## src/hw/rtl/bba_pkg.sv

```systemverilog
// buddy block allocator: shared payload types and codes
// no dependencies
package bba_pkg;

  // operation codes
  localparam logic OP_ALLOC = 1'b0;
  localparam logic OP_FREE  = 1'b1;

  // result status codes
  localparam logic [1:0] ST_OK    = 2'd0;
  localparam logic [1:0] ST_FAIL  = 2'd1;
  localparam logic [1:0] ST_FREED = 2'd2;

  // configuration register indexes
  localparam logic CFG_HEADER = 1'b0;
  localparam logic CFG_LIMIT  = 1'b1;

  localparam int CFG_DW  = 6;
  localparam int ADDR_W  = 18;
  localparam int REQ_W   = 24;
  localparam int NEED_W  = 26;
  localparam int GLVL_W  = 4;
  localparam int HDR_W   = 6;
  localparam int LIM_W   = 3;
  localparam logic [LIM_W-1:0] LIMIT_RESET  = 3'd4;
  localparam logic [HDR_W-1:0] HEADER_RESET = 6'd24;

  typedef struct packed {
    logic              operation;
    logic [REQ_W-1:0]  request_bytes;
    logic [ADDR_W-1:0] free_address;
    logic              null_pointer;
  } bba_in_t;

  typedef struct packed {
    logic [1:0]        status;
    logic [ADDR_W-1:0] payload_address;
    logic [GLVL_W-1:0] granted_level;
  } bba_out_t;

  // write enables of the four per-granule stores
  typedef struct packed {
    logic nxt;
    logic prv;
    logic lvl;
    logic res;
  } bba_wen_t;

endpackage

```

## src/hw/rtl/bba_seq.sv

```systemverilog
// buddy block allocator: sequencer, list heads, config and result register
// depends on bba_pkg, drives bba_store through its ports
module bba_seq
  import bba_pkg::*;
#(
  parameter int MIN_ORDER  = 6,
  parameter int MAX_ORDER  = 16,
  parameter int TOP_BLOCKS = 4,
  parameter int LEVELS     = MAX_ORDER - MIN_ORDER,
  parameter int GRAN       = TOP_BLOCKS << LEVELS,
  parameter int IW         = $clog2(GRAN),
  parameter int LKW        = IW + 1,
  parameter int LW         = $clog2(LEVELS + 2)
) (
  input  logic               clk,
  input  logic               rst_n,
  input  logic               in_valid,
  output logic               in_ready,
  input  bba_in_t            in_data,
  output logic               out_valid,
  input  logic               out_ready,
  output bba_out_t           out_data,
  input  logic               cfg_we,
  input  logic               cfg_addr,
  input  logic [CFG_DW-1:0]  cfg_wdata,
  output bba_wen_t           wen,
  output logic [IW-1:0]      wr_addr,
  output logic [LKW-1:0]     wr_next,
  output logic [LKW-1:0]     wr_prev,
  output logic [LW-1:0]      wr_lvl,
  output logic               wr_res,
  output logic [IW-1:0]      rd_addr,
  input  logic [LKW-1:0]     rd_next,
  input  logic [LKW-1:0]     rd_prev,
  input  logic [LW-1:0]      rd_lvl,
  input  logic               rd_res
);

  localparam int HIW = $clog2(LEVELS + 1);
  localparam int GBW = $clog2(TOP_BLOCKS + 1);
  localparam logic [LKW-1:0] NIL = LKW'(GRAN);
  localparam logic [LW-1:0]  TOP_LVL = LW'(LEVELS);
  localparam int GW = ADDR_W - MIN_ORDER;

  typedef enum logic [4:0] {
    S_IDLE, S_WANT, S_SEARCH, S_LOAD, S_RM_A, S_RM_B, S_SPLIT, S_PUSH,
    S_PUSH_LINK, S_ALLOC_FIN, S_GROW, S_FREE_CHK, S_MERGE, S_MERGE_CHK
  } state_t;

  typedef enum logic [1:0] {R_SPLIT, R_GROW, R_FREE} ret_t;

  state_t              state_r, state_nxt;
  ret_t                ret_r, ret_nxt;
  logic                op_r, op_nxt;
  logic [NEED_W-1:0]   need_r, need_nxt;
  logic [LW-1:0]       want_r, want_nxt;
  logic [LW-1:0]       lvl_r, lvl_nxt;
  logic [IW-1:0]       g_r, g_nxt;
  logic [IW-1:0]       b_r, b_nxt;
  logic [IW-1:0]       x_r, x_nxt;
  logic [LKW-1:0]      h_r, h_nxt;
  logic [LKW-1:0]      p_r, p_nxt;
  logic [LKW-1:0]      n_r, n_nxt;
  logic [GBW-1:0]      grown_r, grown_nxt;
  logic [HDR_W-1:0]    hdr_r;
  logic [LIM_W-1:0]    lim_r;
  logic [LKW-1:0]      head_r [LEVELS+1];
  logic                head_we;
  logic [LKW-1:0]      head_wd;
  logic                out_valid_r, out_valid_nxt;
  bba_out_t            out_r, out_nxt;

  logic [HIW-1:0]      hidx;
  logic [LKW-1:0]      head_cur;
  logic [NEED_W-1:0]   need_in;
  logic [ADDR_W-1:0]   off;
  logic [GW-1:0]       gg;
  logic [31:0]         heap_gran;
  logic [GBW-1:0]      lim_eff;

  assign hidx      = lvl_r[HIW-1:0];
  assign head_cur  = head_r[hidx];
  assign need_in   = NEED_W'(in_data.request_bytes) + NEED_W'(hdr_r);
  assign off       = in_data.free_address - ADDR_W'(hdr_r);
  assign gg        = off[ADDR_W-1:MIN_ORDER];
  assign heap_gran = 32'(grown_r) << LEVELS;
  assign lim_eff   = (32'(lim_r) < 32'(TOP_BLOCKS)) ? GBW'(lim_r) : GBW'(TOP_BLOCKS);

  assign in_ready  = (state_r == S_IDLE) && !out_valid_r;
  assign out_valid = out_valid_r;
  assign out_data  = out_r;

  // sequencer next state and store commands
  always_comb begin
    state_nxt     = state_r;
    ret_nxt       = ret_r;
    op_nxt        = op_r;
    need_nxt      = need_r;
    want_nxt      = want_r;
    lvl_nxt       = lvl_r;
    g_nxt         = g_r;
    b_nxt         = b_r;
    x_nxt         = x_r;
    h_nxt         = h_r;
    p_nxt         = p_r;
    n_nxt         = n_r;
    grown_nxt     = grown_r;
    out_valid_nxt = out_valid_r;
    out_nxt       = out_r;
    head_we       = 1'b0;
    head_wd       = NIL;
    wen           = '0;
    wr_addr       = x_r;
    wr_next       = head_cur;
    wr_prev       = NIL;
    wr_lvl        = lvl_r;
    wr_res        = 1'b0;
    rd_addr       = g_r;

    if (out_valid_r && out_ready) out_valid_nxt = 1'b0;

    case (state_r)
      S_IDLE: begin
        if (in_valid && in_ready) begin
          op_nxt = in_data.operation;
          out_nxt = '{status: ST_FREED, payload_address: '0, granted_level: '0};
          if (in_data.operation == OP_ALLOC) begin
            need_nxt = need_in;
            want_nxt = '0;
            if (in_data.request_bytes == '0 ||
                need_in > (NEED_W'(1) << MAX_ORDER)) begin
              out_nxt.status = ST_FAIL;
              out_valid_nxt  = 1'b1;
            end else begin
              state_nxt = S_WANT;
            end
          end else if (in_data.null_pointer ||
                       off[MIN_ORDER-1:0] != '0 ||
                       32'(gg) >= heap_gran || 32'(gg) >= 32'(GRAN)) begin
            out_valid_nxt = 1'b1;
          end else begin
            g_nxt     = IW'(gg);
            rd_addr   = IW'(gg);
            state_nxt = S_FREE_CHK;
          end
        end
      end

      // round the need up to a power of two, one compare a cycle
      S_WANT: begin
        if (want_r < TOP_LVL &&
            need_r > (NEED_W'(1) << (MIN_ORDER + int'(want_r)))) begin
          want_nxt = want_r + 1'b1;
        end else begin
          lvl_nxt   = want_r;
          state_nxt = S_SEARCH;
        end
      end

      // walk up the levels for a non-empty list
      S_SEARCH: begin
        if (lvl_r > TOP_LVL) begin
          state_nxt = S_GROW;
        end else if (head_cur == NIL) begin
          lvl_nxt = lvl_r + 1'b1;
        end else begin
          g_nxt     = head_cur[IW-1:0];
          rd_addr   = head_cur[IW-1:0];
          b_nxt     = head_cur[IW-1:0];
          state_nxt = S_LOAD;
        end
      end

      S_LOAD: begin
        p_nxt     = rd_prev;
        n_nxt     = rd_next;
        state_nxt = S_RM_A;
      end

      // unlink: forward link of predecessor, or the list head
      S_RM_A: begin
        if (p_r < NIL) begin
          wen.nxt = 1'b1;
          wr_addr = p_r[IW-1:0];
          wr_next = n_r;
        end else begin
          head_we = 1'b1;
          head_wd = n_r;
        end
        state_nxt = S_RM_B;
      end

      // unlink: back link of successor
      S_RM_B: begin
        if (n_r < NIL) begin
          wen.prv = 1'b1;
          wr_addr = n_r[IW-1:0];
          wr_prev = p_r;
        end
        if (op_r == OP_ALLOC) begin
          state_nxt = S_SPLIT;
        end else begin
          if (b_r < g_r) g_nxt = b_r;
          lvl_nxt   = lvl_r + 1'b1;
          state_nxt = S_MERGE;
        end
      end

      // halve the block, upper half goes on its list
      S_SPLIT: begin
        if (lvl_r > want_r) begin
          lvl_nxt   = lvl_r - 1'b1;
          x_nxt     = g_r + (IW'(1) << (lvl_r - 1'b1));
          ret_nxt   = R_SPLIT;
          state_nxt = S_PUSH;
        end else begin
          state_nxt = S_ALLOC_FIN;
        end
      end

      // push x on list lvl: its own word first
      S_PUSH: begin
        wen       = '{nxt: 1'b1, prv: 1'b1, lvl: 1'b1, res: 1'b1};
        wr_addr   = x_r;
        wr_next   = head_cur;
        wr_prev   = NIL;
        wr_lvl    = lvl_r;
        wr_res    = 1'b0;
        h_nxt     = head_cur;
        head_we   = 1'b1;
        head_wd   = LKW'(x_r);
        state_nxt = S_PUSH_LINK;
      end

      S_PUSH_LINK: begin
        if (h_r < NIL) begin
          wen.prv = 1'b1;
          wr_addr = h_r[IW-1:0];
          wr_prev = LKW'(x_r);
        end
        case (ret_r)
          R_SPLIT: state_nxt = S_SPLIT;
          R_GROW: begin
            lvl_nxt   = want_r;
            state_nxt = S_SEARCH;
          end
          default: begin
            out_valid_nxt = 1'b1;
            state_nxt     = S_IDLE;
          end
        endcase
      end

      S_ALLOC_FIN: begin
        wen.lvl = 1'b1;
        wen.res = 1'b1;
        wr_addr = g_r;
        wr_lvl  = lvl_r;
        wr_res  = 1'b1;
        out_nxt.status          = ST_OK;
        out_nxt.payload_address = ADDR_W'((32'(g_r) << MIN_ORDER) + 32'(hdr_r));
        out_nxt.granted_level   = GLVL_W'(want_r);
        out_valid_nxt = 1'b1;
        state_nxt     = S_IDLE;
      end

      // add one top-level block to the heap, or fail once the limit is reached
      S_GROW: begin
        if (grown_r < lim_eff) begin
          x_nxt     = IW'(32'(grown_r) << LEVELS);
          lvl_nxt   = TOP_LVL;
          grown_nxt = grown_r + 1'b1;
          ret_nxt   = R_GROW;
          state_nxt = S_PUSH;
        end else begin
          out_nxt.status = ST_FAIL;
          out_valid_nxt  = 1'b1;
          state_nxt      = S_IDLE;
        end
      end

      S_FREE_CHK: begin
        if (!rd_res || rd_lvl > TOP_LVL) begin
          out_valid_nxt = 1'b1;
          state_nxt     = S_IDLE;
        end else begin
          lvl_nxt   = rd_lvl;
          wen.res   = 1'b1;
          wr_addr   = g_r;
          wr_res    = 1'b0;
          state_nxt = S_MERGE;
        end
      end

      // look at the buddy on this level, or push the block once at the top level
      S_MERGE: begin
        if (lvl_r < TOP_LVL) begin
          b_nxt     = g_r ^ (IW'(1) << lvl_r);
          rd_addr   = g_r ^ (IW'(1) << lvl_r);
          state_nxt = S_MERGE_CHK;
        end else begin
          x_nxt     = g_r;
          ret_nxt   = R_FREE;
          state_nxt = S_PUSH;
        end
      end

      S_MERGE_CHK: begin
        if (rd_res || rd_lvl != lvl_r) begin
          x_nxt     = g_r;
          ret_nxt   = R_FREE;
          state_nxt = S_PUSH;
        end else begin
          p_nxt     = rd_prev;
          n_nxt     = rd_next;
          state_nxt = S_RM_A;
        end
      end

      default: state_nxt = S_IDLE;
    endcase
  end

  // state, list heads, config and result register
  always_ff @(posedge clk) begin
    if (!rst_n) begin
      state_r     <= S_IDLE;
      ret_r       <= R_SPLIT;
      grown_r     <= '0;
      out_valid_r <= 1'b0;
      hdr_r       <= HEADER_RESET;
      lim_r       <= LIMIT_RESET;
      for (int i = 0; i <= LEVELS; i++) head_r[i] <= NIL;
    end else begin
      state_r     <= state_nxt;
      ret_r       <= ret_nxt;
      grown_r     <= grown_nxt;
      out_valid_r <= out_valid_nxt;
      if (head_we) head_r[hidx] <= head_wd;
      if (cfg_we) begin
        case (cfg_addr)
          CFG_HEADER: hdr_r <= cfg_wdata[HDR_W-1:0];
          CFG_LIMIT:  lim_r <= cfg_wdata[LIM_W-1:0];
          default: ;
        endcase
      end
    end
    op_r   <= op_nxt;
    need_r <= need_nxt;
    want_r <= want_nxt;
    lvl_r  <= lvl_nxt;
    g_r    <= g_nxt;
    b_r    <= b_nxt;
    x_r    <= x_nxt;
    h_r    <= h_nxt;
    p_r    <= p_nxt;
    n_r    <= n_nxt;
    out_r  <= out_nxt;
  end

endmodule

```

## config.mk

```make
export PLATFORM = sky130hd
export DESIGN_NAME = bba_seq
export DESIGN_NICKNAME = d
export VERILOG_FILES = /design/src/hw/rtl/bba_pkg.sv /design/src/hw/rtl/bba_seq.sv
export SDC_FILE = /design/constraint.sdc
export NUM_CORES = 1
export LEC_CHECK = 0
export BUFFER_PORTS_ARGS = -buffer_cell sky130_fd_sc_hd__buf_2
export CAP_MARGIN = 20
export CORE_AREA = 4 4 189 191
export DETAILED_ROUTE_END_ITERATION = 12
export DIE_AREA = 0 0 193 195
export HOLD_SLACK_MARGIN = 0.03
export PLACE_DENSITY_LB_ADDON = 0.1
export REMOVE_ABC_BUFFERS = 1
export SETUP_SLACK_MARGIN = 0.02
export SLEW_MARGIN = 0
export SYNTH_ARGS = -nofsm -noshare
export SYNTH_HDL_FRONTEND = slang
export SYNTH_SLANG_ARGS = --single-unit
export TNS_END_PERCENT = 50
```

## constraint.sdc

```tcl
create_clock -name clk -period 6.9 [get_ports clk]
set_input_delay 0.69 -clock clk [delete_from_list [all_inputs] [get_ports clk]]
set_output_delay 0.69 -clock clk [all_outputs]
set_load 0.01 [all_outputs]
```

==> out/results.ini, run 1 <==
[outcome]
status = finished clean

[min_path]
whs_endpoint = p_r[3]$_DFFE_PP_
hp-class = in -> reg
min_path_cells = 1
hold_start = rd_prev[3]

[timing]
fin_worst_skew_ns = 0.0121
setup_tns_ns = 0
finalSetupViolations = 0
drv_slew = 0
slew_headroom_pct = 31.0
final.period_utilization_pct = 92.8
fin_crit_ns = 6.40
max_clock_freq_mhz = 156
worstMarginPinSlew_ns = 1.03
hold_violations = 0
grt_setup_unrepaired = false

[worst_setup_path]
start_kind = flop
crit_chain = inv_1 -> ha_1 -> nor2b_1 -> o311ai_0 -> a311oi_1 -> or4_1 -> nor3_1 -> xor2_1 -> ha_1 -> a21oi_1 -> o221ai_1 -> or4_1 -> a211oi_2 -> buf_4 -> nor2_1 -> a21oi_1 -> o2111ai_1 -> buf_2
cp_data_arrival_time_ns = 5.71
slowest_stage = or4_1
timing.rr.start = hdr_r[1]$_SDFFE_PN0P_
startpoint = hdr_r[1]$_SDFFE_PN0P_
path_max_fanout = 27
worstPathRequired_ns = 6.21
slowest_delay_ns = 0.62
crit_type = reg -> out
endpoint_kind = output pin
r2r_end = g_r[2]$_DFFE_PP_
worstPathBufferInverterCount = 3
r2r_slack_ns = 1.52
path_depth = 18
cp_top_family = simple AND/OR/NAND/NOR gates
rr_worst_depth = 17

[clocking]
cts_sinks = 364
cts_resized = 0
clock_path_buffers = 3
cts_tree = built
htree_levels = 2
path_clk_slew_ns = 0.06
cts_buffers = 39
hold_buffers = 0
clock_latency_ns = 0.55
cts-root-buf = clkbuf_16
postCtsSetupBuffers = 0

[drt]
drcViolationCount = 0
dr.first_iter.drc_count = 1627
postRouteAntennaNets = 0
first_pass_iters = 6
wl_per_cell_um = 24.1
viasPerCell = 6.45
wl_um = 58600
vias = 15700

[floorplan]
dieArea_um2 = 37600
die_width_um = 193
core_area_um2 = 34100
row_count = 68
ios = 172
die_height_um = 195
start_util_pct = 58.9

[layout]
diodes = 0
fin_nets = 2121
area_delta_synth_final_pct = 12.2
drive_gt1_share_pct = 17.7
final_cells = 2430

[logic_synthesis]
yosysTopAreaCellShare_pct = 49.0
synth_flop_cell = edfxtp_1
yosysWarningCount = 0
yosysSeqAreaShare_pct = 52.6
synth_top_cells_by_count = 328 x edfxtp_1, 244 x nor2_1, 184 x nand2_1
synth_most_common_cell = edfxtp_1
synth_cell_types = 74
synth.largest_area_cell = edfxtp_1
async_reset_ff_share_pct = 0
ys_ff_latch = 364
syn_inst = 1820
synth_edf_count = 328
syn_avg_cell_area_um2 = 11.0
synth_area_leaders = edfxtp_1 49%, mux4_2 6.0%, ha_1 5.1%, nor2_1 4.6%, dfxtp_1 3.6%
syn_area_um2 = 20100

[global_route]
grt_max_degree = 56
grt_antenna_before_repair = 0
grt_pass1_vias = 15000
grt_overflow = 0
grt_first_pass_wirelength_um = 88400
grt_usage_pct = 30.5

[placed_design]
hpwl_um = 41500
dpl.cell_count = 2361
place.gp.congestion = 0.936
portBuffers = 171

[run]
maxCapViolations = 0

[power_and_ir_drop]
irDropWorstVdd_v = 0.000206
leakage_nw = 8.51
power_density_nw_per_um2 = 344

[kinds of logic after synthesis]
family / after synthesis / share of synthesized area (%)
adders and majority gates: 85 / 5.40
DFF: 364 / 52.6
AOI/OAI and AO/OA: 375 / 12.7
muxes: 86 / 7.73
buffers and inverters: 177 / 3.52
and+or+nand+nor: 668 / 15.2
xor gates and xnor gates: 65 / 2.83
[flip-flops by register name (all words and copies together), names as in the netlist, named ones only]
| signal | flops |
|---|---|
| head_r | 208 |
| need_r | 25 |
| out_data | 24 |
| h_r | 13 |
| n_r | 13 |
| p_r | 13 |
| b_r | 12 |
| g_r | 12 |
| x_r | 12 |
| hdr_r | 6 |
| state_r | 4 |
| want_r | 4 |
| wr_lvl | 4 |
| grown_r | 3 |
| lim_r | 3 |
| ret_r | 2 |
| op_r | 1 |
| out_valid | 1 |
[per-layer routing]
layer / up-vias / GRT usage, % / wire (um)
met5: - / 0 / 0
met4: 0 / 11.9 / 2610
met3: 156 / 5.79 / 5350
met2: 838 / 49.0 / 27900
met1: 7629 / 41.6 / 22700
li1: 7049 / - / -
[final cells by class]
| class | instances | area [um^2] |
|---|---|---|
| tap | 455 | 569 |
| timing repair buffer | 203 | 1110 |
| clock buffer | 56 | 1070 |
| clock inverter | 11 | 143 |
| inverter | 62 | 233 |
| multi-input combinational | 1279 | 8860 |
| fill | 2689 | 11600 |
| sequential | 364 | 10600 |
[report_power, final]
part           internal (mW)  leakage [nW]  switching, mW
logic                   1.07          4.31           1.66
registers               2.69          3.61          0.320
clock network           1.16         0.589          0.868
[cell usage in the layout, fill, tap and decap left out, types with 10 or more instances in the layout]
master / instances
or3_1: 10
buf_4: 30
buf_2: 171
and3_1: 12
o22ai_1: 15
dfxtp_1: 34
o21a_1: 10
a211oi_1: 10
a31oi_1: 20
nor3_1: 32
o211ai_1: 23
xnor2_1: 44
nand4_1: 21
edfxtp_1: 328
or2_2: 10
clkbuf_16: 39
nor4_1: 12
inv_1: 62
and2_1: 21
clkbuf_1: 14
nor2b_1: 33
nand2b_1: 13
xor2_1: 21
a22oi_1: 29
nand3_1: 51
nand2_1: 184
a221o_1: 12
a21oi_1: 67
a22o_1: 34
o21ai_0: 80
nor2_1: 243
ha_1: 82
mux2i_1: 18
mux2_2: 14
a21o_1: 15
mux4_2: 54
[worst register-to-register path, cell delays in order, from the launching register on]
cell	delay (ns)
dfxtp_1	0.40
inv_1	0.12
ha_1	0.28
nor2b_1	0.16
o311ai_0	0.48
a311oi_1	0.36
or4_1	0.62
nor3_1	0.25
xor2_1	0.22
ha_1	0.27
a21oi_1	0.14
o221ai_1	0.13
or4_1	0.60
a211oi_2	0.18
buf_4	0.33
mux2i_1	0.23
o21ai_0	0.08
a311o_1	0.29
[how the worst max path moves through the flow]
stage / endpoint / slack (ns)
detailed placement: rd_addr[9] / 0.82
floorplan: rd_addr[6] / 1.07
global placement: rd_addr[6] / 1.01
CTS: rd_addr[9] / 0.55
finish: rd_addr[9] / 0.50
global route: rd_addr[9] / 0.17
[metrics by stage]
stage	hold slack [ns]	cell area (um^2)	util, %	setup WS, ns	power [mW]
after detailed placement	0.470	21300	62.5	0.824	5.70
after global placement	0.460	21300	62.5	1.01	5.67
after floorplan	0.438	19600	-	1.07	4.68
after global routing	0.304	22600	66.1	0.175	8.09
after CTS	0.303	22500	66.0	0.550	7.71
final	0.311	22600	66.1	0.498	7.76
(Power assumes the default switching activity.)
==> run 2: changes to the inputs <==
--- a/config.mk
+++ b/config.mk
@@ -7,9 +7,9 @@
 export LEC_CHECK = 0
 export BUFFER_PORTS_ARGS = -buffer_cell sky130_fd_sc_hd__buf_2
 export CAP_MARGIN = 20
-export CORE_AREA = 4 4 189 191
+export CORE_AREA = 4 4 230 232
 export DETAILED_ROUTE_END_ITERATION = 12
-export DIE_AREA = 0 0 193 195
+export DIE_AREA = 0 0 234 236
 export HOLD_SLACK_MARGIN = 0.03
 export PLACE_DENSITY_LB_ADDON = 0.1
 export REMOVE_ABC_BUFFERS = 1
==> out/results.ini, run 2 (synthesis results as in run 1) <==
[outcome]
status = finished clean

[clocking]
postCtsSetupBuffers = 0  ; unchanged
clock_latency_ns = 0.61  ; +0.06 ns
cts_tree = built
htree_levels = 2  ; unchanged
hold_buffers = 0  ; unchanged
cts_resized = 0  ; unchanged
cts_buffers = 44  ; +13%
cts-root-buf = clkbuf_16
cts_sinks = 364  ; unchanged
path_clk_slew_ns = 0.06  ; about the same
clock_path_buffers = 3  ; unchanged

[global_route]
grt_max_degree = 55  ; -1.8%
grt_usage_pct = 22.9  ; -7.6 points
grt_first_pass_wirelength_um = 96500  ; +9.2%
grt_overflow = 0  ; unchanged
grt_antenna_before_repair = 0  ; unchanged
grt_pass1_vias = 15300  ; +1.9%

[drt]
wl_per_cell_um = 24.0  ; -0.38%
viasPerCell = 5.73  ; -11%
first_pass_iters = 8  ; +2
wl_um = 64400  ; +9.8%
postRouteAntennaNets = 0  ; unchanged
vias = 15300  ; -2.1%
dr.first_iter.drc_count = 1356  ; -17%
drcViolationCount = 0  ; unchanged

[floorplan]
ios = 172  ; unchanged
die_width_um = 234  ; +21%
core_area_um2 = 51000  ; +49%
row_count = 83  ; +22%
start_util_pct = 39.4  ; -20 points
die_height_um = 236  ; +21%
dieArea_um2 = 55200  ; +47%

[timing]
slew_headroom_pct = 26.8  ; -4.2 points
grt_setup_unrepaired = false
worstMarginPinSlew_ns = 1.10  ; +0.0657 ns
hold_violations = 0  ; unchanged
fin_worst_skew_ns = 0.0355  ; +0.0235 ns
max_clock_freq_mhz = 156  ; about the same
final.period_utilization_pct = 92.8  ; about the same
whs_ns = 0.261  ; -0.0500 ns
setup_tns_ns = 0  ; unchanged
drv_slew = 0  ; unchanged
finalSetupViolations = 0  ; unchanged
fin_crit_ns = 6.40  ; +0.000395 ns

[worst_setup_path]
endpoint_kind = output pin
worstPathRequired_ns = 6.21  ; about the same
cp_data_arrival_time_ns = 5.71  ; about the same
slowest_delay_ns = 0.62  ; about the same
cp_top_family = compound AO/OA/AOI/OAI gates
slowest_stage = or4_1
worstPathBufferInverterCount = 3  ; unchanged
crit_type = reg -> out
path_max_fanout = 27  ; unchanged
crit_chain = inv_1 -> ha_1 -> nor2b_1 -> o311ai_0 -> a311oi_1 -> or4_1 -> nor3_1 -> xor2_1 -> ha_1 -> a21oi_1 -> o221ai_1 -> or4_1 -> a211oi_4 -> buf_4 -> o21ai_0 -> o2111ai_1 -> buf_2
start_kind = flop

[power_and_ir_drop]
irDropWorstVdd_v = 0.000186  ; -9.4%
power_density_nw_per_um2 = 353  ; +2.7%
leakage_nw = 8.70  ; +2.2%

[layout]
mostFrequentLayoutCells = 328 x edfxtp_1, 243 x nor2_1, 184 x nand2_1
largest_register_ffs = 208  ; unchanged
area_delta_synth_final_pct = 15.5
mostFrequentLayoutCell = edfxtp_1
multiInputGateArea_um2 = 8870  ; about the same
fin_nets = 2135  ; +0.66%
seqCellArea_um2 = 10600  ; about the same
largest_register = head_r
diodes = 0  ; unchanged
drive_gt1_share_pct = 18.8  ; +1.1 points
nFillCells = 4803  ; +79%

[run]
maxCapViolations = 0  ; unchanged

[placed_design]
place.gp.congestion = 0.890  ; -4.9%
hpwl_um = 45600  ; +9.8%
portBuffers = 171  ; unchanged

[min_path]
hp-class = in -> reg

[run 2: changes by cell type in the layout (fill, tap and decap cells not counted), sizes merged]
| cell | delta |
|---|---|
| bufinv | +3 |
| clkinvlp | +2 |
| inv | +1 |
| clkinv | +9 |
| buf | +9 |
[run 2: power breakdown]
part,total [mW],internal [mW],switching (mW)
clock,2.42,1.43,0.989
combinational,2.76,1.08,1.68
sequential,3.03,2.69,0.337
[run 2: cell type report]
type,count,area share [%]
Clock buffer,56,5.16
Clock inverter,26,1.35
Inverter,62,1.00
Multi-Input combinational cell,1279,38.2
Sequential cell,364,45.5
Tap cell,680,3.66
Timing Repair Buffer,212,5.10
[run 2: worst paths after layout]
path,startpoint,slack (ns),cells past startpoint,endpoint
worst max-delay path,hdr_r[1]$_SDFFE_PN0P_,0.50,17,rd_addr[10]
worst min-delay path,rd_prev[7],0.26,1,p_r[7]$_DFFE_PP_
worst max register to register,hdr_r[1]$_SDFFE_PN0P_,1.55,17,g_r[2]$_DFFE_PP_
worst min register to register,lim_r[2]$_SDFFE_PN1P_,0.49,2,lim_r[2]$_SDFFE_PN1P_
[run 2: stage by stage]
stage	power [mW]	cells	util [%]	area, um^2	worst slack (ns)
2_1_floorplan	4.68	1705	-	19600	1.07
3_3_place_gp	5.78	2596	42.5	21700	0.866
3_5_place_dp	5.81	2596	42.5	21700	0.774
4_1_cts	8.24	2678	45.5	23200	0.437
5_1_grt	8.63	2679	45.5	23200	0.162
6_report	8.21	2679	45.5	23200	0.498
[run 2: layer usage]
layer	vias up	share of wire [%]	routed length, um	global-route usage (%)
li1	7101	-	-	-
met1	7623	43	27700	31.5
met2	516	48	30900	38.0
met3	104	6.4	4150	3.86
met4	0	2.6	1650	5.71
met5	-	0	0	0
==> run 3: changes to the inputs <==
--- a/config.mk
+++ b/config.mk
@@ -8,10 +8,11 @@
 export BUFFER_PORTS_ARGS = -buffer_cell sky130_fd_sc_hd__buf_2
 export CAP_MARGIN = 20
 export CORE_AREA = 4 4 230 232
+export CTS_BUF_LIST = sky130_fd_sc_hd__clkbuf_4
 export DETAILED_ROUTE_END_ITERATION = 12
 export DIE_AREA = 0 0 234 236
 export HOLD_SLACK_MARGIN = 0.03
-export PLACE_DENSITY_LB_ADDON = 0.1
+export PLACE_DENSITY = 0.63
 export REMOVE_ABC_BUFFERS = 1
 export SETUP_SLACK_MARGIN = 0.02
 export SLEW_MARGIN = 0
==> out/results.ini, run 3 (synthesis results as in run 1) <==
[outcome]
status = finished clean

[clocking]
cts-root-buf = clkbuf_4
clock_path_buffers = 3  ; unchanged
cts_tree = built
path_clk_slew_ns = 0.07  ; about the same
cts_buffers = 98  ; +120%
clock_latency_ns = 0.87  ; +0.26 ns
postCtsSetupBuffers = 0  ; unchanged
cts_sinks = 364  ; unchanged
htree_levels = 3  ; +1

[min_path]
min_path_cells = 3  ; +2
whs_endpoint = hdr_r[3]$_SDFFE_PN1P_
hp-class = in -> reg
hold_start = cfg_wdata[3]

[drt]
drcViolationCount = 0  ; unchanged
wl_per_cell_um = 22.1  ; -8.2%
first_pass_iters = 8  ; unchanged
dr.first_iter.drc_count = 1450  ; +6.9%
wl_um = 61700  ; -4.2%
postRouteAntennaNets = 0  ; unchanged
vias = 16000  ; +4.2%
viasPerCell = 5.72  ; -0.19%

[worst_setup_path]
timing.rr.start = hdr_r[0]$_SDFFE_PN0P_
start_kind = flop
r2r_slack_ns = 1.76  ; +0.21 ns
endpoint_kind = output pin
crit_type = reg -> out
cp_data_arrival_time_ns = 5.77  ; +0.06 ns
rr_worst_depth = 18  ; +1
startpoint = hdr_r[0]$_SDFFE_PN0P_
worstPathRequired_ns = 6.21  ; about the same
path_max_fanout = 27  ; unchanged
r2r_end = g_r[2]$_DFFE_PP_

[power_and_ir_drop]
internal_power_mw = 4.84  ; -6.9%
power_density_nw_per_um2 = 334  ; -5.4%
switching_share_pct = 37.6  ; +1.0 points
finalPower_mw = 7.76  ; -5.4%
p_comb_share_pct = 35.3  ; +1.6 points
p_sw_mw = 2.92  ; -2.8%
sequentialPowerShare_pct = 38.9  ; +2.0 points
pwr-share-clk_pct = 25.9  ; -3.6 points
irDropWorstVdd_v = 0.000179  ; -4.0%
leakage_nw = 8.83  ; +1.5%

[layout]
drive_gt1_share_pct = 22.1  ; +3.4 points
area_delta_synth_final_pct = 15.5  ; about the same
largest_register = head_r
fin_nets = 2210  ; +3.5%
mostFrequentLayoutCell = edfxtp_1
largest_register_ffs = 208  ; unchanged
mostFrequentLayoutCells = 328 x edfxtp_1, 243 x nor2_1, 184 x nand2_1
final_util_pct = 45.6  ; about the same

[timing]
final.period_utilization_pct = 93.7  ; +0.87 points
fin_crit_ns = 6.46  ; +0.0604 ns
setup_tns_ns = 0  ; unchanged
hold_violations = 0  ; unchanged
fin_ws_ns = 0.437  ; -0.0604 ns
drv_slew = 0  ; unchanged
max_clock_freq_mhz = 155  ; -0.93%
finalSetupViolations = 0  ; unchanged
slew_headroom_pct = 26.8  ; +0.031 points
worstMarginPinSlew_ns = 1.10  ; -0.000462 ns
grt_setup_unrepaired = false
fin_worst_skew_ns = 0.113  ; +0.0777 ns

[global_route]
grt_max_degree = 50  ; -9.1%
grt_first_pass_wirelength_um = 93400  ; -3.2%
grt_usage_pct = 21.8  ; -1.1 points
grt_pass1_vias = 16000  ; +4.5%
grt_antenna_before_repair = 4  ; +4
grt_overflow = 0  ; unchanged

[floorplan]
ios = 172  ; unchanged
die_width_um = 234  ; unchanged
dieArea_um2 = 55200  ; unchanged
die_height_um = 236  ; unchanged
row_count = 83  ; unchanged
core_area_um2 = 51000  ; unchanged
start_util_pct = 39.4  ; unchanged

[placed_design]
place.gp.congestion = 0.955  ; +7.3%
hpwl_um = 44200  ; -3.1%
post-place-ws_ns = 0.854  ; +0.0807 ns
portBuffers = 171  ; unchanged

[run]
maxCapViolations = 0  ; unchanged

==> run 3: worst max path at each step <==
stage	cells past startpoint	endpoint	slack, ns
after detailed placement	18	rd_addr[2]	0.85
final	19	rd_addr[6]	0.44
after floorplan	15	rd_addr[6]	1.07
after global routing	18	rd_addr[2]	0.02
after CTS	18	rd_addr[2]	0.20
after global placement	18	rd_addr[2]	0.92
==> run 3: cell type report <==
cell class                      count  area, um^2
Fill cell                        4768       27800
Clock inverter                     23         169
Sequential cell                   364       10600
Timing Repair Buffer              233        1400
Inverter                           62         233
Antenna cell                        4        10.0
Tap cell                          680         851
Clock buffer                      151        1130
Multi-Input combinational cell   1279        8860
==> run 3: critical path: stages, from the launching register on <==
cell,delay (ns)
dfxtp_1,0.43
ha_1,0.21
inv_1,0.06
fa_1,0.42
a21oi_1,0.27
o2111ai_1,0.28
or4_1,0.54
or2_2,0.31
xor2_1,0.20
ha_1,0.18
inv_1,0.04
a21oi_1,0.15
o221ai_1,0.13
or4_1,0.60
a211oi_2,0.16
buf_4,0.32
nor2_1,0.08
a31o_2,0.23
o211ai_1,0.16
buf_2,0.17
==> run 3: metrics by stage <==
stage               instances  hold slack [ns]  area, um^2
finish                   2796            0.112       23200
detailed placement       2591            0.463       21600
floorplan                1705            0.438       19600
global route             2796           0.0640       23200
CTS                      2790           0.0417       23200
global placement         2588            0.460       21600
==> run 3: power groups by stage <==
stage / Clock (mW) / Sequential, mW / Combinational [mW]
floorplan: 0 / 3.01 / 1.67
global placement: 0 / 3.06 / 2.64
detailed placement: 0 / 3.06 / 2.69
CTS: 2.05 / 3.02 / 2.71
global route: 2.18 / 3.05 / 2.96
finish: 2.01 / 3.02 / 2.74
==> run 3: layer usage <==
layer	wire, um	vias up	track usage, %
met5	8	-	0
met4	1800	2	7.80
met3	5480	120	4.93
met2	29500	771	35.2
met1	24900	7791	28.9
li1	-	7299	-
==> run 3: timing repair <==
action,4_1_cts,5_1_grt
setup endpoints to repair,0,11
gates resized for setup,0,2
hold buffers,25,0
endpoints found under the hold margin,25,0
